===== src/rtl/asru_pkg.sv =====
package asru_pkg;

  localparam int MAX_POINTS_DEF = 4096;
  localparam int JOB_DEPTH      = 4;
  localparam int OUT_DEPTH      = 2;
  localparam int CFG_IDX_W      = 3;
  localparam int CFG_DATA_W     = 32;
  localparam int IDX_W          = 12;

  typedef enum logic [CFG_IDX_W-1:0] {
    REG_GRID_POINTS    = 3'd0,
    REG_TIME_STEP      = 3'd1,
    REG_SPACE_STEP     = 3'd2,
    REG_DIFFUSION_COEF = 3'd3,
    REG_ADVECTION_COEF = 3'd4,
    REG_UPWIND_COEF    = 3'd5,
    REG_X_ORIGIN       = 3'd6,
    REG_T_ORIGIN       = 3'd7
  } reg_idx_t;

  typedef struct packed {
    logic [12:0]        grid_points;
    logic [30:0]        time_step;
    logic [30:0]        space_step;
    logic [30:0]        diffusion_coef;
    logic [30:0]        advection_coef;
    logic [30:0]        upwind_coef;
    logic signed [31:0] x_origin;
    logic signed [31:0] t_origin;
  } cfg_t;

  typedef enum logic [1:0] {
    JOB_BOUNDARY = 2'd0,
    JOB_INTERIOR = 2'd1,
    JOB_LAST     = 2'd2
  } job_kind_t;

  typedef struct packed {
    job_kind_t          kind;
    logic signed [31:0] u;
    logic signed [31:0] prev;
    logic signed [31:0] next;
    logic signed [31:0] xoff;
    logic signed [31:0] et;
    logic [IDX_W-1:0]   idx;
  } job_t;

  typedef struct packed {
    logic signed [31:0] new_value;
    logic [IDX_W-1:0]   point_index;
    logic               row_end;
  } res_t;

  function automatic logic signed [31:0] sat36(input logic signed [35:0] v);
    logic signed [31:0] r;
    if (v[35:31] == {5{v[31]}}) r = v[31:0];
    else if (v[35]) r = 32'sh8000_0000;
    else r = 32'sh7fff_ffff;
    return r;
  endfunction

  // floor of product over 2^16, saturated
  function automatic logic signed [31:0] qsat(input logic signed [63:0] p);
    logic signed [31:0] r;
    if (p[63:47] == {17{p[47]}}) r = p[47:16];
    else if (p[63]) r = 32'sh8000_0000;
    else r = 32'sh7fff_ffff;
    return r;
  endfunction

endpackage


===== src/rtl/asru_back.sv =====
module asru_back (
  input  logic           clk,
  input  logic           rst_n,
  input  asru_pkg::cfg_t cfg,
  input  logic           job_valid,
  input  asru_pkg::job_t job,
  output logic           job_pop,
  input  logic           res_ready,
  output logic           res_push,
  output asru_pkg::res_t res
);

  typedef enum logic [5:0] {
    B_IDLE = 6'b000001,
    B_PREP = 6'b000010,
    B_MUL  = 6'b000100,
    B_SAT  = 6'b001000,
    B_SUM  = 6'b010000,
    B_ADV  = 6'b100000
  } bstate_t;

  bstate_t              state_r, state_nxt;
  asru_pkg::job_kind_t  kind_r;
  logic                 phase_r;
  logic [1:0]           mop_r;
  logic signed [31:0]   u_r, prev_r, next_r, xo_r, et_r;
  logic [asru_pkg::IDX_W-1:0] idx_r;
  logic signed [31:0]   t_r, x_r, base_r, lap_r, d3_r;
  logic [30:0]          c3_r;
  logic signed [63:0]   p_r;
  logic signed [31:0]   q0_r, src_r, dm_r, am_r;
  logic signed [31:0]   opa, opb, q;
  logic signed [63:0]   prod;
  logic signed [31:0]   ts_s;

  assign ts_s = signed'({1'b0, cfg.time_step});

  always_comb begin
    case (mop_r)
      2'd0: begin
        opa = x_r;
        opb = t_r;
      end
      2'd1: begin
        opa = ts_s;
        opb = q0_r;
      end
      2'd2: begin
        opa = signed'({1'b0, cfg.diffusion_coef});
        opb = lap_r;
      end
      default: begin
        opa = signed'({1'b0, c3_r});
        opb = d3_r;
      end
    endcase
  end

  assign prod = opa * opb;
  assign q    = asru_pkg::qsat(p_r);

  assign job_pop  = (state_r == B_IDLE) && job_valid;
  assign res_push = (state_r == B_SUM) && res_ready;

  always_comb begin
    res         = '0;
    res.row_end = phase_r;
    if (kind_r == asru_pkg::JOB_BOUNDARY) begin
      res.new_value   = asru_pkg::sat36(36'(t_r) + 36'(ts_s));
      res.point_index = idx_r;
    end else begin
      res.new_value   = asru_pkg::sat36(36'(base_r) + 36'(src_r) + 36'(dm_r) - 36'(am_r));
      res.point_index = phase_r ? idx_r + asru_pkg::IDX_W'(1) : idx_r;
    end
  end

  always_comb begin
    state_nxt = state_r;
    case (state_r)
      B_IDLE: if (job_valid) state_nxt = B_PREP;
      B_PREP: state_nxt = (kind_r == asru_pkg::JOB_BOUNDARY) ? B_SUM : B_MUL;
      B_MUL:  state_nxt = B_SAT;
      B_SAT:  state_nxt = (mop_r == 2'd3) ? B_SUM : B_MUL;
      B_SUM: begin
        if (res_ready) begin
          state_nxt = (kind_r == asru_pkg::JOB_LAST && !phase_r) ? B_ADV : B_IDLE;
        end
      end
      B_ADV:  state_nxt = B_PREP;
      default: state_nxt = B_IDLE;
    endcase
  end

  always_ff @(posedge clk) begin
    if (!rst_n) begin
      state_r <= B_IDLE;
      phase_r <= 1'b0;
      mop_r   <= '0;
      kind_r  <= asru_pkg::JOB_BOUNDARY;
    end else begin
      state_r <= state_nxt;
      case (state_r)
        B_IDLE: begin
          if (job_valid) begin
            kind_r  <= job.kind;
            phase_r <= 1'b0;
          end
        end
        B_PREP:  mop_r <= '0;
        B_SAT:   mop_r <= mop_r + 2'd1;
        B_SUM: begin
          if (res_ready && kind_r == asru_pkg::JOB_LAST && !phase_r) phase_r <= 1'b1;
        end
        default: ;
      endcase
    end
  end

  // datapath
  always_ff @(posedge clk) begin
    case (state_r)
      B_IDLE: begin
        u_r    <= job.u;
        prev_r <= job.prev;
        next_r <= job.next;
        xo_r   <= job.xoff;
        et_r   <= job.et;
        idx_r  <= job.idx;
      end
      B_PREP: begin
        t_r <= asru_pkg::sat36(36'(cfg.t_origin) + 36'(et_r));
        x_r <= asru_pkg::sat36(36'(cfg.x_origin) + 36'(xo_r));
        if (!phase_r) begin
          base_r <= u_r;
          lap_r  <= asru_pkg::sat36(36'(next_r) - (36'(u_r) <<< 1) + 36'(prev_r));
          d3_r   <= asru_pkg::sat36(36'(next_r) - 36'(prev_r));
          c3_r   <= cfg.advection_coef;
        end else begin
          // upwind at the row end
          base_r <= next_r;
          lap_r  <= '0;
          d3_r   <= asru_pkg::sat36(36'(next_r) - 36'(u_r));
          c3_r   <= cfg.upwind_coef;
        end
      end
      B_MUL: p_r <= prod;
      B_SAT: begin
        case (mop_r)
          2'd0:    q0_r  <= q;
          2'd1:    src_r <= q;
          2'd2:    dm_r  <= q;
          default: am_r  <= q;
        endcase
      end
      B_ADV: xo_r <= asru_pkg::sat36(36'(xo_r) + 36'(signed'({1'b0, cfg.space_step})));
      default: ;
    endcase
  end

endmodule


===== config.mk =====
export PLATFORM = sky130hd
export DESIGN_NAME = asru_back
export DESIGN_NICKNAME = d
export VERILOG_FILES = /design/src/rtl/asru_pkg.sv /design/src/rtl/asru_back.sv
export SDC_FILE = /design/constraint.sdc
export NUM_CORES = 2
export LEC_CHECK = 0
export BUFFER_PORTS_ARGS = -buffer_cell sky130_fd_sc_hd__clkbuf_2
export CAP_MARGIN = 0
export CORE_MARGIN = 2
export CORE_UTILIZATION = 30
export CTS_BUF_LIST = sky130_fd_sc_hd__clkbuf_4
export DETAILED_ROUTE_END_ITERATION = 16
export GPL_ROUTABILITY_DRIVEN = 0
export HOLD_SLACK_MARGIN = 0.06
export PLACE_DENSITY = 0.52
export SLEW_MARGIN = 5
export SYNTH_ARGS = -nofsm -noshare
export SYNTH_HDL_FRONTEND = slang
export SYNTH_SLANG_ARGS = --single-unit
export TNS_END_PERCENT = 100

===== constraint.sdc =====
create_clock -name clk -period 16.4 [get_ports clk]
set_clock_uncertainty 0.1 [all_clocks]
set_input_delay 3.28 -clock clk [delete_from_list [all_inputs] [get_ports clk]]
set_output_delay 3.28 -clock clk [all_outputs]
set_load 0.005 [all_outputs]

==> After elaboration in Yosys (flattened, before gate mapping) <==
Cells that the tools add are included.
{ "classes": {"multipliers": 1, "bitwise_logic": 1, "reduce_logical": 19, "add_sub_neg": 13, "n_mux": 36, "n_eq_ne": 22} }
{ "op_table": {"columns": ["op", "n"], "rows": [
  ["$mux W32", 20],
  ["$pmux W32 S3", 2],
  ["$add A32 B32 Y33", 5],
  ["$sub A32 B32 Y33", 2],
  ["$mul A32 B32 Y64", 1],
  ["$pmux W32 S2", 1],
  ["$mux W44", 1],
  ["$pmux W6 S6", 1],
  ["$add A34 B32 Y35", 1],
  ["$sub A34 B32 Y35", 1],
  ["$add A33 B32 Y34", 1],
  ["$sub A32 B33 Y34", 1],
  ["$eq A4 B4 Y1", 8],
  ["$mux W31", 1],
  ["$mux W6", 3],
  ["$eq A16 B16 Y1", 1],
  ["$add A12 B1 Y12 const B", 1],
  ["$mux W12", 1],
  ["$reduce_and A2 Y1", 6],
  ["$mux W5", 2],
  ["$eq A2 B2 Y1 const B", 3],
  ["$eq A6 B1 Y1 const B", 1],
  ["$eq A6 B2 Y1 const B", 1],
  ["$eq A6 B3 Y1 const B", 1],
  ["other kinds (17)", 26]
]} }
{ "word_totals": {"reg_bits": 566, "input_bits": 410, "wordCells": 113} }

==> Depth between registers and ports, before layout <==
{ "logic_depth": {"depth_word": 6, "mapped_depth": 37, "mapped_depth_nobuf": 34} }

==> Worst setup path after synthesis <==
OpenSTA, ideal clock, no wires.
{ "synth_path": {"path_type": "flip-flop to flip-flop", "from": "register state_r[5]", "to": "register state_r[4]", "setup_ns": 0.108, "stages_incl_launch_ff": 6, "required_ns": 16.192, "setup_slack_ns": 0.646, "t_arrival_ns": 15.546, "cell_sequence": "dfxtp_1 -> nor2_1 -> nand2_1 -> nor3b_1 -> a21oi_1 -> a21oi_1"} }
{ "synth_between": {"elab_chain_cells": 3} }
{ "synth_rtl": {"columns": ["element", "line", "text"], "rows": [
  ["start: declaration", "asru_back.sv:22", "bstate_t state_r, state_nxt;"],
  ["start signal: assignment", "asru_back.sv:101", "state_r <= state_nxt;"],
  ["$eq A6 B5 Y1 / $eq A6 B1 Y1 (equally long branches)", "asru_back.sv:79", "case (state_r)"],
  ["$ne A2 B2 Y1 (no source line)", null, null],
  ["$reduce_and A2 Y1 (no source line)", null, null]
]} }
Several ways; a longest one is shown, not always the timed one.
A chain may end at the register's enable or synchronous reset.

==> Worst setup path after layout <==
{ "layout_path": {"from": "input port cfg[197] in the netlist's numbering", "to": "register p_r[63] (data pin)"} }
{ "layout_between": {"elab_chain_cells": 2} }
{ "layout_rtl": {"columns": ["element", "line", "text"], "rows": [
  ["start: declaration", "asru_back.sv:4", "input asru_pkg::cfg_t cfg,"],
  ["$pmux W32 S3", "asru_back.sv:39", "case (mop_r)"],
  ["$mul A32 B32 Y64", "asru_back.sv:59", "assign prod = opa * opb;"],
  ["via prod[63]", "asru_back.sv:33", "logic signed [63:0] prod;"],
  ["end signal: assignment", "asru_back.sv:146", "B_MUL: p_r <= prod;"],
  ["end: declaration", "asru_back.sv:30", "logic signed [63:0] p_r;"]
]} }
The timed path passes the listed nets, and every way through them passes these cells.

==> results.json <==
{
  "synth_edf_count": 539,
  "syn_area_mm2": 0.07204,
  "die_h_um": 494.0,
  "period_needed_ns": 12.53,
  "antenna_found_initial": 21,
  "maxCapViolCount": 0,
  "wl_per_cell_um": 23.39,
  "setup_slack_ns": 3.873,
  "wl_met1_um": 102400,
  "clk_path_buf_depth": 3,
  "syn2layout_area_growth_pct": 11.41,
  "die_w_um": 494.0,
  "clock-sinks": 550,
  "end_kind": "flip-flop",
  "min_path_type": "flip-flop to flip-flop",
  "crit_top_cell": "fa_1",
  "routed.top_layer": "met5",
  "cts-root-buf": "clkbuf_4",
  "slowest_stage": "a22oi_1",
  "postCtsSetupBuffers": 0,
  "crit_family": "adder cells",
  "wl_met3_um": 19900,
  "hold_viol_final": 0,
  "setup-tns-final_ns": 0,
  "antenna_left": 0,
  "cp.depth": 32,
  "place_ws_ns": 3.109,
  "start_kind": "input pin",
  "drive_above_1_share": 0.1224,
  "holdWs_ns": 0.3983,
  "crit_buf_inv": 8,
  "maxSlewHeadroom": 0.07334,
  "avgViaCountPerCell": 5.077,
  "multi_input_area_mm2": 0.04971,
  "regToRegSetupSlack_ns": 5.03,
  "cts-hold-fix-buffers": 0,
  "rsz0062_at_grt": "no",
  "dp_hpwl_um": 207900,
  "grt_pass1_wl_um": 384600,
  "synth.net_count": 9470,
  "grt_pass1_vias": 58860,
  "fin_util": 0.3368,
  "core_mm2": 0.2383,
  "min_path_cells": 2,
  "async_flop_share": 0,
  "r2r_cells": 33,
  "grt_max_degree": 73,
  "clk_latency_ns": 1.22,
  "synth_flop_cell": "edfxtp_1",
  "status": "complete, no violations",
  "crit_type": "input pin to flip-flop",
  "avgSynthCellArea_um2": 9.691,
  "num_io_pins": 457,
  "htreeDepth": 4,
  "vias": 56750,
  "synth_cell_type_count": 91,
  "rows": 179,
  "met2_length_um": 120900,
  "cts_tree": "done",
  "finalSetupViolations": 0,
  "cts_buffers": 153,
  "yosys_warnings": 0,
  "layout_worst_path_cycle_share": 0.7639,
  "synth-seq-cells": 550,
  "crit_end": "p_r[63]",
  "synth_cells": 7433,
  "reg2reg_from": "mop_r[0]",
  "worstMarginPinSlew_ns": 1.390,
  "required_ns": 17.19,
  "regArea_mm2": 0.01641,
  "track_usage": 0.2145,
  "critPathLaunch": "cfg[197]",
  "start_util": 0.3023,
  "final-max-slew-violation-count": 0,
  "io_buffers": 443,
  "cp_slowest_stage_delay_ns": 0.94,
  "dieArea_mm2": 0.2441,
  "overflow": 0,
  "nFillCells": 24690,
  "drt-total-wl_um": 261500,
  "drc": 0,
  "cp_max_fo": 4,
  "nNetsFinal": 9931,
  "drt_pass1_iterations": 6,
  "cts_resized": 0,
  "ys_seq_area_frac": 0.2277,
  "fmax_mhz": 79.83,
  "drt_iter0_markers": 4866,
  "worst_r2r_endpoint": "p_r[63]",
  "clkSlewWorstSetupHoldPaths_ns": 0.06,
  "worstPathArrival_ns": 13.32
}
[layout by cell type (no fill, tap or decap), types with 28 or more instances in the layout]
| cell | synthesis | routed |
|---|---|---|
| mux2i_1 | 51 | 34 |
| ha_1 | 443 | 440 |
| a21o_1 | 151 | 151 |
| clkbuf_2 | 0 | 443 |
| clkbuf_4 | 0 | 211 |
| nand3_1 | 51 | 51 |
| a22oi_1 | 53 | 53 |
| a211oi_1 | 64 | 64 |
| edfxtp_1 | 539 | 539 |
| xor2_1 | 95 | 95 |
| fa_1 | 1184 | 1184 |
| o21bai_1 | 34 | 33 |
| mux2_2 | 80 | 80 |
| nor3_1 | 52 | 52 |
| a31oi_1 | 37 | 36 |
| and3_1 | 28 | 28 |
| xnor2_1 | 179 | 179 |
| o21ai_0 | 217 | 213 |
| nand4_1 | 32 | 32 |
| buf_4 | 4 | 122 |
| nand2b_1 | 66 | 66 |
| o21a_1 | 51 | 51 |
| o21ai_1 | 43 | 37 |
| nand2_1 | 800 | 800 |
| nor2b_1 | 53 | 53 |
| a21oi_1 | 404 | 398 |
| nor2_1 | 738 | 736 |
| and2_1 | 38 | 38 |
| inv_1 | 1368 | 1366 |
[cell usage after synthesis (all sizes together) (15+ instances only)]
master	number	area (um^2)
inv	1369	5139
fa	1184	23700
nand2	800	3003
nor2	738	2770
edfxtp	539	16190
ha	443	5543
a21oi	406	2039
o21ai	260	1301
clkbuf	206	773.2
xnor2	179	1568
a21o	151	1134
xor2	95	832.1
mux2	81	912.1
a211oi	66	513.0
nand2b	66	412.9
a22oi	53	397.9
buf	53	232.7
nor2b	53	331.6
nand3	52	265.3
nor3	52	260.3
mux2i	51	510.5
o21a	51	382.9
and2	38	237.7
a31oi	37	231.5
o21bai	34	255.2
nand4	32	200.2
or2	30	187.7
and3	28	175.2
or3	24	150.1
o31ai	21	162.6
o211ai	17	127.6
a222oi	15	150.1
nor4	15	106.4
[state kept, by name, summed over array words and instances, names as in the netlist, 32 cells and up]
name / cells
lap_r: 32
xo_r: 32
base_r: 32
d3_r: 32
next_r: 32
u_r: 32
x_r: 32
et_r: 32
q0_r: 32
dm_r: 32
src_r: 32
am_r: 32
prev_r: 32
t_r: 32
p_r: 48
[through the flow]
step / instance area (um^2) / cells
detailed placement: 78370 / 10910
global placement: 78370 / 10910
CTS: 80220 / 11160
finish: 80260 / 11180
global route: 80240 / 11170
floorplan: 72040 / 7433
[how the worst min path moves through the flow]
stage | from | end
CTS | kind_r[1] | kind_r[1]
detailed placement | kind_r[1] | kind_r[1]
finish | kind_r[1] | kind_r[1]
global route | kind_r[0] | kind_r[0]
floorplan | kind_r[0] | kind_r[0]
global placement | kind_r[1] | kind_r[1]
[cells by family (layout without fill, tap and decap cells)]
kind of cell,after synthesis,after routing,share of synthesized area
and+or+nand+nor,1974,1974,0.1178
adders and majority gates,1635,1635,0.4071
buffers and inverters,1628,2191,0.08530
AOI/OAI and AO/OA,1240,1240,0.1090
DFF,550,550,0.2277
xor gates and xnor gates,274,274,0.03331
muxes,132,132,0.01975
other,0,14,0
[area by class of cell]
| type | instances | area share |
|---|---|---|
| timing repair buffer | 565 | 0.03904 |
| clock inverter | 46 | 0.003399 |
| clock buffer | 211 | 0.01974 |
| tap | 3167 | 0.04937 |
| inverter | 1369 | 0.06415 |
| sequential | 550 | 0.2045 |
| antenna | 14 | 0.0004365 |
| multi-input combinational | 5255 | 0.6194 |
[tightest hold or removal path, cell delays in order, from the launching register on]
cell and delay (ns):
dfxtp_1 0.33, nand2_1 0.06, a21boi_0 0.07
[metal layers]
layer / vias up / global-route usage
li1: 25030 / -
met1: 28640 / 0.2696
met2: 2498 / 0.3438
met3: 566 / 0.03859
met4: 16 / 0.1287
met5: - / 0
Power is not shown: default switching activity piles up to over one toggle a cycle in this logic, so the estimate is an artifact.
