[config.mk]
export PLATFORM = sky130hd
export DESIGN_NAME = asru_fifo
export DESIGN_NICKNAME = d
export VERILOG_FILES = /design/src/rtl/asru_fifo.sv
export SDC_FILE = /design/constraint.sdc
export NUM_CORES = 1
export LEC_CHECK = 0
export BUFFER_PORTS_ARGS = -buffer_cell sky130_fd_sc_hd__buf_2
export CAP_MARGIN = 15
export CORE_ASPECT_RATIO = 0.8
export CORE_MARGIN = 4
export CORE_UTILIZATION = 40
export DETAILED_ROUTE_END_ITERATION = 10
export GPL_ROUTABILITY_DRIVEN = 0
export PLACE_DENSITY = 0.63
export SLEW_MARGIN = 20
export SYNTH_ARGS = -nofsm -noshare
export SYNTH_HDL_FRONTEND = slang
export SYNTH_SLANG_ARGS = --single-unit
export TNS_END_PERCENT = 30
[constraint.sdc]
create_clock -name clk -period 2.2 [get_ports clk]
set_input_delay 0.11 -clock clk [delete_from_list [all_inputs] [get_ports clk]]
set_output_delay 0.11 -clock clk [all_outputs]
set_load 0.05 [all_outputs]
[src/rtl/asru_fifo.sv]
module asru_fifo #(
  parameter int W     = 8,
  parameter int DEPTH = 4
) (
  input  logic         clk,
  input  logic         rst_n,
  input  logic         push,
  input  logic [W-1:0] din,
  output logic         full,
  input  logic         pop,
  output logic [W-1:0] dout,
  output logic         empty
);

  localparam int PW = (DEPTH > 1) ? $clog2(DEPTH) : 1;
  localparam int CNTW = $clog2(DEPTH + 1);

  logic [W-1:0]    mem_r [DEPTH];
  logic [PW-1:0]   wr_ptr_r, rd_ptr_r;
  logic [CNTW-1:0] cnt_r;
  logic            do_push, do_pop;

  assign full    = (cnt_r == CNTW'(DEPTH));
  assign empty   = (cnt_r == '0);
  assign do_push = push && !full;
  assign do_pop  = pop && !empty;
  assign dout    = mem_r[rd_ptr_r];

  always_ff @(posedge clk) begin
    if (do_push) begin
      mem_r[wr_ptr_r] <= din;
    end
  end

  always_ff @(posedge clk) begin
    if (!rst_n) begin
      wr_ptr_r <= '0;
      rd_ptr_r <= '0;
      cnt_r    <= '0;
    end else begin
      if (do_push) begin
        wr_ptr_r <= (wr_ptr_r == PW'(DEPTH - 1)) ? '0 : wr_ptr_r + PW'(1);
      end
      if (do_pop) begin
        rd_ptr_r <= (rd_ptr_r == PW'(DEPTH - 1)) ? '0 : rd_ptr_r + PW'(1);
      end
      if (do_push && !do_pop) begin
        cnt_r <= cnt_r + CNTW'(1);
      end else if (do_pop && !do_push) begin
        cnt_r <= cnt_r - CNTW'(1);
      end
    end
  end

endmodule

# Word level (Yosys, flattened, before mapping)
# Memories as Yosys holds them, arrays and structs flattened. A register that Yosys moved wholly into a read port is not among the register bits.
# Cells that the tools add are included.
totals:
  ramBits: 32
  elab_cells: 29
  in_bits: 12
  out_inout_bits: 10
  mem_count: 1
  regBits: 7
memory_table:
  columns: ["name", "depth", "width", "rd", "rd_clocked_by_memory_dff", "wr", "line", "rtl"]
  rows:
  - ["mem_r", 4, 8, 1, 1, 1, "18", "logic [W-1:0] mem_r [DEPTH];"]
classes:
  mux: 8
  add_sub_neg: 4
  reduce_logical: 10
  n_eq_ne: 3
ops:
  columns: ["op", "count"]
  rows:
  - ["2-bit 2-to-1 mux", 4]
  - ["3-bit 2-to-1 mux", 2]
  - ["2-bit by 1-bit adder with 2-bit output, second input constant", 2]
  - ["2-bit equality test, second input constant", 2]
  - ["1-bit logical AND", 4]
  - ["1-bit zero test", 4]
  - ["3-bit by 1-bit adder with 3-bit output, second input constant", 1]
  - ["3-bit equality test, second input constant", 1]
  - ["3-bit zero test", 1]
  - ["3-bit by 1-bit subtractor with 3-bit output, second input constant", 1]
  - ["1-bit 2-to-1 mux", 2]
  - ["2-bit nonzero test", 1]

# Depth between registers and ports, before layout
# Gate-level depths: netlist (run 1).
logic_depth:
  ltp_word: 7
  mapped_depth: 9
  ltp_nobuf: 8

# Worst setup path before layout (run 1)
# OpenSTA, ideal clock, no wires.
synth_path:
  kind: "register -> register"
  start: "register cnt_r[1]"
  end: "register cnt_r[2]"
  path_buffers: 1
  period_less_slack_ns: 2.335
  setup_ns: 0.076
  stages_incl_launch_ff: 10
  setup_slack_ns: -0.135
  t_arrival_ns: 2.259
  required_time_ns: 2.124
  path_cell_list: "dfxtp_1 -> nor3b_2 -> nor2b_1 -> buf_2 -> ha_1 -> inv_1 -> fa_1 -> xor2_1 -> or3_1 -> a21boi_0"
synth_via:
  elab_chain_cells: 6
  word_cells_on_any_way: 15
  cone_classes: "2 x add/sub; 1 x eq/ne; 2 x mux; 10 x reduce/logical"
synth_lines:
  columns: ["item", "line", "rtl"]
  rows:
  - ["start, declared", "20", "logic [CNTW-1:0] cnt_r;"]
  - ["start signal, assigned", "48", "cnt_r <= cnt_r + CNTW'(1);"]
  - ["start signal, assigned", "50", "cnt_r <= cnt_r - CNTW'(1);"]
  - ["3-bit equality test *", "23", "assign full = (cnt_r == CNTW'(DEPTH));"]
  - ["named net full", "9", "output logic full,"]
  - ["1-bit zero test *", "25", "assign do_push = push && !full;"]
  - ["1-bit logical AND *", "25", null]
  - ["named net do_push", "21", "logic do_push, do_pop;"]
  - ["1-bit zero test", "49", "end else if (do_pop && !do_push) begin"]
  - ["1-bit logical AND", "49", null]
  - ["2-bit nonzero test (no line)", null, null]
# The timed path passes the listed nets; every way through them passes the cells marked *. The select of a mux whose other input is x is not followed.
# A chain may end at the register's enable or synchronous reset.

# Final worst setup path (run 1)
layout_path:
  start: "register cnt_r[2]"
  end: "register cnt_r[2]"
layout_via:
  elab_chain_cells: 6
  word_cells_on_any_way: 15
  cone_classes: "2 x add/sub; 1 x eq/ne; 2 x mux; 10 x reduce/logical"
layout_lines:
  columns: ["item"]
  rows:
  - ["branches (longest 6 deep; another with 3-bit by 1-bit subtractor with 3-bit output)"]
# Parallel ways; which one is timed is not known. The select of a mux whose other input is x is not followed.

==> results of run 1 <==
worst max-delay path by stage:
stage	endpoint	slack, ps	cells after the start
after floorplan	cnt_r[2]	50	9
after global placement	cnt_r[2]	190	7
after detailed placement	cnt_r[2]	30	7
after CTS	cnt_r[2]	90	7
after global routing	cnt_r[2]	0.8	8
final	cnt_r[2]	190	8
sequential cells by signal (all words and copies together) (netlist names), named ones only:
name,count
wr_ptr_r,2
rd_ptr_r,2
cnt_r,3
mem_r,32
cells in the mapped netlist, drive strengths merged:
cell type and count:
a21boi 1, and2 5, buf 3, clkbuf 1, dfxtp 9, edfxtp 32, fa 1, ha 6
inv 3, mux2i 3, mux4 8, nand2 6, nand3 2, nor2 2, nor2b 2, nor3 1
nor3b 1, o21ai 3, o31ai 1, or3 1, xnor2 1, xor2 1
per-stage QoR:
step                setup slack, ps  total power, mW  util, %
floorplan                      47.9             1.68        -
global placement                194             1.83     46.9
detailed placement             28.3             1.86     46.9
CTS                            85.6             2.43     49.8
global route                  0.790             2.55     50.2
finish                          188             2.42     50.2
metal layers:
layer | track usage (%) | up-vias | wire length (um)
met3 | 4.25 | 7 | 95
met4 | 6.01 | 0 | 44
met5 | 0 | - | 0
met2 | 20.1 | 13 | 1330
met1 | 11.9 | 425 | 1050
li1 | - | 401 | -
power by group through the flow:
stage	Combinational [mW]	Sequential (mW)	Clock (mW)
2_1_floorplan	0.657	1.02	0
4_1_cts	0.775	1.07	0.586
6_report	0.771	1.07	0.575
3_5_place_dp	0.770	1.09	0
5_1_grt	0.837	1.10	0.618
3_3_place_gp	0.759	1.07	0
final cells by class:
cell class / instances / area, um2 / share of cell area [%]
sequential: 41 / 1140 / 59.1
clock inverter: 2 / 35.0 / 1.81
tap: 55 / 68.8 / 3.56
multi-input combinational: 45 / 483 / 25.0
inverter: 3 / 11.3 / 0.582
timing repair buffer: 23 / 120 / 6.21
clock buffer: 6 / 72.6 / 3.75
cell families after synthesis:
| family | Yosys count | synth area share [%] |
|---|---|---|
| DFF | 41 | 70.0 |
| and+or+nand+nor | 20 | 6.60 |
| muxes | 11 | 12.9 |
| buffers and inverters | 7 | 1.76 |
| adders and majority gates | 7 | 5.83 |
| AOI/OAI and AO/OA | 5 | 1.84 |
| xor gates and xnor gates | 2 | 1.07 |
timing repair:
item | CTS | global route
buffers inserted | 0 | 0
endpoints found under the setup margin | 1 | 1
resized for setup | 1 | 4
cloned | 0 | 0
endpoints found under the hold margin | 0 | 0
==> flow_metrics.tcl, run 1 <==
set metrics [dict create \
    whs_path_depth 1 \
    r2r-start "cnt_r[2]" \
    clockPowerShare_pct 23.8 \
    slowest_delay_ps 380 \
    relSlewSlack_pct 61.6 \
    num_vias 846 \
    p_leak_nw 0.699 \
    cts_sinks 41 \
    layout.nets 138 \
    p_int_mw 1.58 \
    hold_viol_final 0 \
    grtUsageTotal_pct 11.4 \
    syn_nets 112 \
    worstMarginPinSlew_ps 575 \
    crit_path_top_delay_cell "fa_1" \
    drtAntennaViolNets 0 \
    design_area_um2 1930 \
    crit_buf_inv 1 \
    antenna_cells 0 \
    fp.dieW_um 79.4 \
    power_density_nw_per_um2 1250 \
    layout_commonest_cell "edfxtp_1" \
    die_y_um 65.1 \
    seqPwrFrac_pct 44.4 \
    cts_tree "done" \
    rows 20 \
    critPathKind "register to register" \
    fin_cells 175 \
    finalClockSkew_ps 13.2 \
    synth_top_area_cell "edfxtp_1" \
    path_max_fanout 5 \
    cp-start-kind "register" \
    place_hpwl_um 1790 \
    synth_warnings 0 \
    whs_ps 37.3 \
    min_from "din[3]" \
    grt_max_degree 14 \
    syn_area_um2 1630 \
    tns_ps 0 \
    synth_top_cell_area_share_pct 58.9 \
    min_to "mem_r[0][3]" \
    min_path_type "primary input to register" \
    path_cells "nor3b_4, nor2b_2, ha_1, inv_1, fa_1, xor2_1, or3_1, a21boi_0" \
    start_util_pct 42.3 \
    fin_crit_sh_pct 91.4 \
    synthCells 93 \
    drt-vias-per-instance 4.83 \
    p_comb_share_pct 31.9 \
    drive_gt1_share_pct 35.8 \
    area_growth_pct 18.6 \
    reg2regPathDepth 8 \
    portBuffers 21 \
    irDropWorstVdd_mv 0.395 \
    cp_top_family "simple AND/OR/NAND/NOR gates" \
    drtIter0Drc 26 \
    switchingPower_mw 0.843 \
    rrSetupSlack_ps 190 \
    cts-root-buf "clkbuf_8" \
    place_inst 167 \
    finalMaxSlewViolations 0 \
    hold_buffers 0 \
    htreeDepth 2 \
    fmax_ghz 0.497 \
    syn-mean-instance-area_um2 17.5 \
    numCtsBuffers 5 \
    cap_violations 0 \
    insertion_delay_ps 290 \
    ios 22 \
    cts.clk_slew.worst_paths_ps 70 \
    totalWireLength_um 2520 \
    grt_pass1_vias 878 \
    yosys.cell_types.count 23 \
    cp.arrival_ps 2220 \
    fin_crit_ps 2010 \
    cts_buffer_depth 2 \
    ys_seq_area_share_pct 70.0 \
    p_sw_share_pct 34.8 \
    crit_path_end_kind "register" \
    core_um2 3850 \
    timing.rr.end "cnt_r[2]" \
    synth_area_leaders "edfxtp_1, dfxtp_1, mux4_2" \
    required_ps 2410 \
    drc 0 \
    place_area_um2 1810 \
    grt_overflow 0 \
    yosys_register_bits 41 \
    grt_pass1_wl_um 4200 \
    startpoint "cnt_r[2]" \
    setup_viol 0 \
    outcome "completed" \
    final_cell_mix "edfxtp_1, buf_2, mux4_2" \
    dr.pass1.iters 4 \
    antenna_found_initial 0 \
    nFillCells 343 \
    die-area_um2 5170 \
    rsz0062_at_grt "false" \
    post_drt_wl_per_cell_um 14.4 \
]
Power figures use the tool's default switching activity.
==> inputs of run 2 (changes only) <==
==> constraint.sdc (replaced) <==
create_clock -name clk -period 1.8 [get_ports clk]
set_input_delay 0.09 -clock clk [delete_from_list [all_inputs] [get_ports clk]]
set_output_delay 0.09 -clock clk [all_outputs]
set_load 0.05 [all_outputs]
==> run 2 against run 1 <==
Net effect: the run now ends with negative setup slack left; global-route usage hardly changed; worst hold slack worse by 17 ps; combinational power is 49% higher; non-clock buffer count is 10 higher; wire length is 1.8% higher; count of clock-buffer cells in the layout is 2 higher; critical endpoint unchanged.
==> flow_metrics.tcl, run 2 (same netlist as run 1, synthesis figures left out) <==
set metrics [dict create \
    setup_viol 1 \
    cp.arrival_ps 2100 \
    drtAntennaViolNets 0 \
    min_from "din[3]" \
    layout.nets 148 \
    critPathKind "register to register" \
    worstMarginPinSlew_ps 432 \
    crit_path_end_kind "register" \
    final_core_util_pct 53.5 \
    antenna_cells 0 \
    portBuffers 21 \
    nFillCells 335 \
    hold_buffers 0 \
    cts-root-buf "clkbuf_8" \
    fp.dieW_um 79.4 \
    crit_path_top_delay_cell "dfxtp_4" \
    cp-start-kind "register" \
    p_leak_nw 0.754 \
    largest_reg_flops 32 \
    grt_max_degree 13 \
    finalMaxSlewViolations 0 \
    met3_length_um 140 \
    insertion_delay_ps 280 \
    regMostFlops "mem_r" \
    grtUsageTotal_pct 11.4 \
    largestRegisters "mem_r (32), cnt_r (3)" \
    required_ps 2010 \
    grt_pass1_wl_um 4270 \
    cts.clk_slew.worst_paths_ps 70 \
    area_growth_pct 26.6 \
    tns_ps -90.7 \
    num_vias 857 \
    power_density_nw_per_um2 1460 \
    top_layer "met4" \
    dr.pass1.iters 4 \
    clockPowerShare_pct 19.6 \
    m1WireLength_um 1120 \
    drtIter0Drc 75 \
    numCtsBuffers 5 \
    start_util_pct 42.3 \
    crit_buf_inv 1 \
    layout_commonest_cell "edfxtp_1" \
    slowest_delay_ps 360 \
    totalWireLength_um 2570 \
    die-area_um2 5170 \
    final_cell_mix "edfxtp_1, buf_2, mux4_2, buf_4" \
    fmax_ghz 0.529 \
    drive_gt1_share_pct 43.1 \
    reg2regPathDepth 8 \
    grt_overflow 0 \
    min_path_type "primary input to register" \
    p_sw_share_pct 34.9 \
    rrSetupSlack_ps -90 \
    die_y_um 65.1 \
    rsz0062_at_grt "true" \
    ios 22 \
    cts_tree "done" \
    irDropWorstVdd_mv 0.560 \
    switchingPower_mw 1.05 \
    htreeDepth 2 \
    drc 0 \
    core_um2 3850 \
    relSlewSlack_pct 71.2 \
    place_hpwl_um 1860 \
    p_comb_share_pct 38.2 \
    worst_slack_ps -90.7 \
    path_max_fanout 3 \
    hold_viol_final 0 \
    fin_crit_ps 1890 \
    wl_met2_um 1270 \
    p_int_mw 1.96 \
    timing.rr.end "cnt_r[2]" \
    outcome "complete, but fails checks" \
    antenna_found_initial 0 \
    rows 20 \
    post_drt_wl_per_cell_um 13.9 \
    failed_checks "negative setup slack" \
    seqPwrFrac_pct 42.2 \
    cp_top_family "simple AND/OR/NAND/NOR gates" \
    drt-vias-per-instance 4.63 \
    cts_buffer_depth 2 \
    min_to "mem_r[1][3]" \
    finalClockSkew_ps 6.23 \
    whs_path_depth 1 \
    grt_pass1_vias 859 \
    cts_sinks 41 \
    fin_crit_sh_pct 105 \
    r2r-start "cnt_r[2]" \
    path_cells "nor3b_4, nor2b_2, ha_4, inv_2, fa_2, xor2_1, or3_1, a21boi_1" \
    cp_num_cells 8 \
    cap_violations 0 \
]
-- run 2: area by class of cell --
| cell class | instances | area [um2] | area share (%) |
|---|---|---|---|
| timing repair buffer | 33 | 245 | 11.9 |
| multi-input combinational | 45 | 498 | 24.1 |
| tap | 55 | 68.8 | 3.34 |
| inverter | 3 | 11.3 | 0.546 |
| clock buffer | 8 | 90.1 | 4.37 |
| sequential | 41 | 1150 | 55.7 |
-- run 2: worst max path at each step --
stage                to  slack [ps]     start
3_3_place_gp   cnt_r[2]        -100  cnt_r[2]
5_1_grt        cnt_r[2]        -190  cnt_r[2]
6_report       cnt_r[2]         -90  cnt_r[2]
2_1_floorplan  cnt_r[2]        -280  cnt_r[0]
3_5_place_dp   cnt_r[2]        -190  cnt_r[2]
4_1_cts        cnt_r[2]        -110  cnt_r[2]
-- run 2: routing by layer --
layer,vias to the layer above,GRT usage (%)
met2,20,17.6
li1,418,-
met5,-,0
met1,414,14.7
met3,5,4.79
met4,0,3.22
-- run 2: through the flow --
stage / power (mW) / std cells / hold slack, ps / area, um2 / setup slack (ps)
after detailed placement: 2.43 / 176 / 308 / 1950 / -186
after global placement: 2.40 / 176 / 301 / 1950 / -97.2
after CTS: 3.04 / 185 / 13.2 / 2060 / -106
after floorplan: 2.09 / 93 / 189 / 1670 / -280
final: 3.01 / 185 / 19.9 / 2060 / -90.7
after global routing: 3.19 / 185 / 6.33 / 2060 / -191
-- run 2: timing repair --
action | in CTS | in global routing
buffers inserted | 1 | 0
setup endpoints to repair | 1 | 1
pin swaps | 3 | 1
gates resized for setup | 3 | 0
-- run 2: power groups by stage --
stage / Combinational [mW] / Sequential, mW / Clock, mW
2_1_floorplan: 0.834 / 1.26 / 0
3_3_place_gp: 1.13 / 1.27 / 0
6_report: 1.15 / 1.27 / 0.590
5_1_grt: 1.24 / 1.29 / 0.662
3_5_place_dp: 1.15 / 1.28 / 0
4_1_cts: 1.17 / 1.27 / 0.605
==> inputs of run 3 (changes only) <==
==> constraint.sdc (replaced) <==
create_clock -name clk -period 1.8 [get_ports clk]
set_input_delay 0.09 -clock clk [delete_from_list [all_inputs] [get_ports clk]]
set_output_delay 0.09 -clock clk [all_outputs]
set_load 0.005 [all_outputs]
==> run 3 against run 2 <==
Net effect: highest routed layer unchanged; the flow still finishes with violations (negative setup slack); largest cell class unchanged; critical path depth stayed put; first-iteration DRC count is 19% lower; global-route usage grew 0.31 points; critical path type unchanged; flip-flop and latch count is the same; count of clock-buffer cells in the layout decreased by 2.
==> flow_metrics.tcl, run 3 (same netlist as run 1, synthesis figures left out) <==
set metrics [dict create \
    outcome "complete, but fails checks" \
    failed_checks "negative setup slack" \
    final_cell_mix "edfxtp_1, buf_2, mux4_2" \
    die-area_um2 5170 \
    cp.arrival_ps 2060 \
    place_inst 176 \
    regMostFlops "mem_r" \
    dr.pass1.iters 4 \
    timing.rr.end "cnt_r[2]" \
    fin_crit_ps 1850 \
    antenna_cells 0 \
    rrSetupSlack_ps -50 \
    whs_path_depth 1 \
    antenna_found_initial 0 \
    start_util_pct 42.3 \
    path_max_fanout 4 \
    worstMarginPinSlew_ps 419 \
    rsz0062_at_grt "true" \
    drt-vias-per-instance 4.79 \
    drc 0 \
    largestRegisters "mem_r (32), cnt_r (3)" \
    finalClockSkew_ps 10.1 \
    largest_reg_flops 32 \
    grtUsageTotal_pct 11.7 \
    ios 22 \
    drtAntennaViolNets 0 \
    numCtsBuffers 5 \
    r2r-start "cnt_r[2]" \
    power_density_nw_per_um2 1330 \
    cts.clk_slew.worst_paths_ps 70 \
    cts-root-buf "clkbuf_8" \
    fmax_ghz 0.539 \
    core_um2 3850 \
    totalWireLength_um 2640 \
    setup_viol 1 \
    cap_violations 0 \
    post_drt_wl_per_cell_um 14.3 \
    critPathKind "register to register" \
    required_ps 2010 \
    drtIter0Drc 61 \
    cts_buffer_depth 2 \
    fin_crit_sh_pct 103 \
    grt_pass1_vias 904 \
    layout.nets 148 \
    drive_gt1_share_pct 43.1 \
    grt_overflow 0 \
    power_mw 2.76 \
    cp-start-kind "register" \
    relSlewSlack_pct 72.0 \
    layout_commonest_cell "edfxtp_1" \
    cts_tree "done" \
    crit_path_end_kind "register" \
    num_vias 887 \
    reg2regPathDepth 8 \
    cts_sinks 41 \
    place_hpwl_um 1890 \
    grt_max_degree 14 \
    htreeDepth 2 \
    die_y_um 65.1 \
    min_path_type "primary input to register" \
    worst_slack_ps -54.0 \
    p_leak_nw 0.763 \
    min_to "mem_r[3][6]" \
    grt_pass1_wl_um 4330 \
    portBuffers 21 \
    irDropWorstVdd_mv 0.771 \
    finalMaxSlewViolations 0 \
    rows 20 \
    fp.dieW_um 79.4 \
    min_from "din[6]" \
    area_growth_pct 27.7 \
    insertion_delay_ps 290 \
    fin_cells 185 \
    hold_viol_final 0 \
]
## run 3: final cells by class
class / instances / area [um2]
well taps: 55 / 68.8
repair buffers: 33 / 251
flip-flops and latches: 41 / 1140
clock inverters: 2 / 35.0
multi-input cells: 45 / 498
clock buffers: 6 / 72.6
fillers: 331 / 1770
inverters: 3 / 11.3
## run 3: metal layers
metal	vias up	wire [um]	GRT usage, %
met5	-	0	0
met4	0	40	6.44
met3	6	132	4.38
met2	19	1380	18.9
met1	440	1090	13.5
li1	422	-	-
## run 3: metrics by stage
stage               setup WS, ps  hold slack, ps  utilization [%]  cell area, um2  setup TNS, ps
floorplan                  -46.0             189                -            1670          -46.0
global placement           -47.6             300             50.8            1960          -47.6
detailed placement          -118             308             50.8            1960           -118
CTS                        -71.0          0.0972             53.8            2070          -71.0
global route                -152           0.900             54.0            2080           -152
finish                     -54.0            19.8             54.0            2080          -54.0
## run 3: power by group
part	internal (mW)	switching, mW
clock	0.411	0.289
sequential	1.17	0.0851
combinational	0.468	0.339
total	2.05	0.713
## run 3: critical path, cell delays in order (launching register included)
cell and delay, ps:
dfxtp_2 330, buf_6 120, o31ai_4 220, ha_4 170
inv_2 30, fa_2 320, xor2_1 160, or3_1 310
a21boi_1 120
## run 3: worst max-delay path by stage
| stage | startpoint | end | slack, ps | depth (start not counted) |
|---|---|---|---|---|
| 2_1_floorplan | cnt_r[2] | cnt_r[2] | -50 | 9 |
| 3_3_place_gp | cnt_r[2] | cnt_r[2] | -50 | 8 |
| 3_5_place_dp | cnt_r[1] | cnt_r[2] | -120 | 8 |
| 4_1_cts | cnt_r[2] | cnt_r[2] | -70 | 8 |
| 5_1_grt | cnt_r[2] | cnt_r[2] | -150 | 8 |
| 6_report | cnt_r[2] | cnt_r[2] | -50 | 8 |
## run 3: repair_timing
action,4_1_cts,5_1_grt
endpoints found under the setup margin,1,1
endpoints found under the hold margin,0,4
pin swaps,0,0
hold buffers,0,1
buffers inserted,0,0
gates resized for setup,3,0
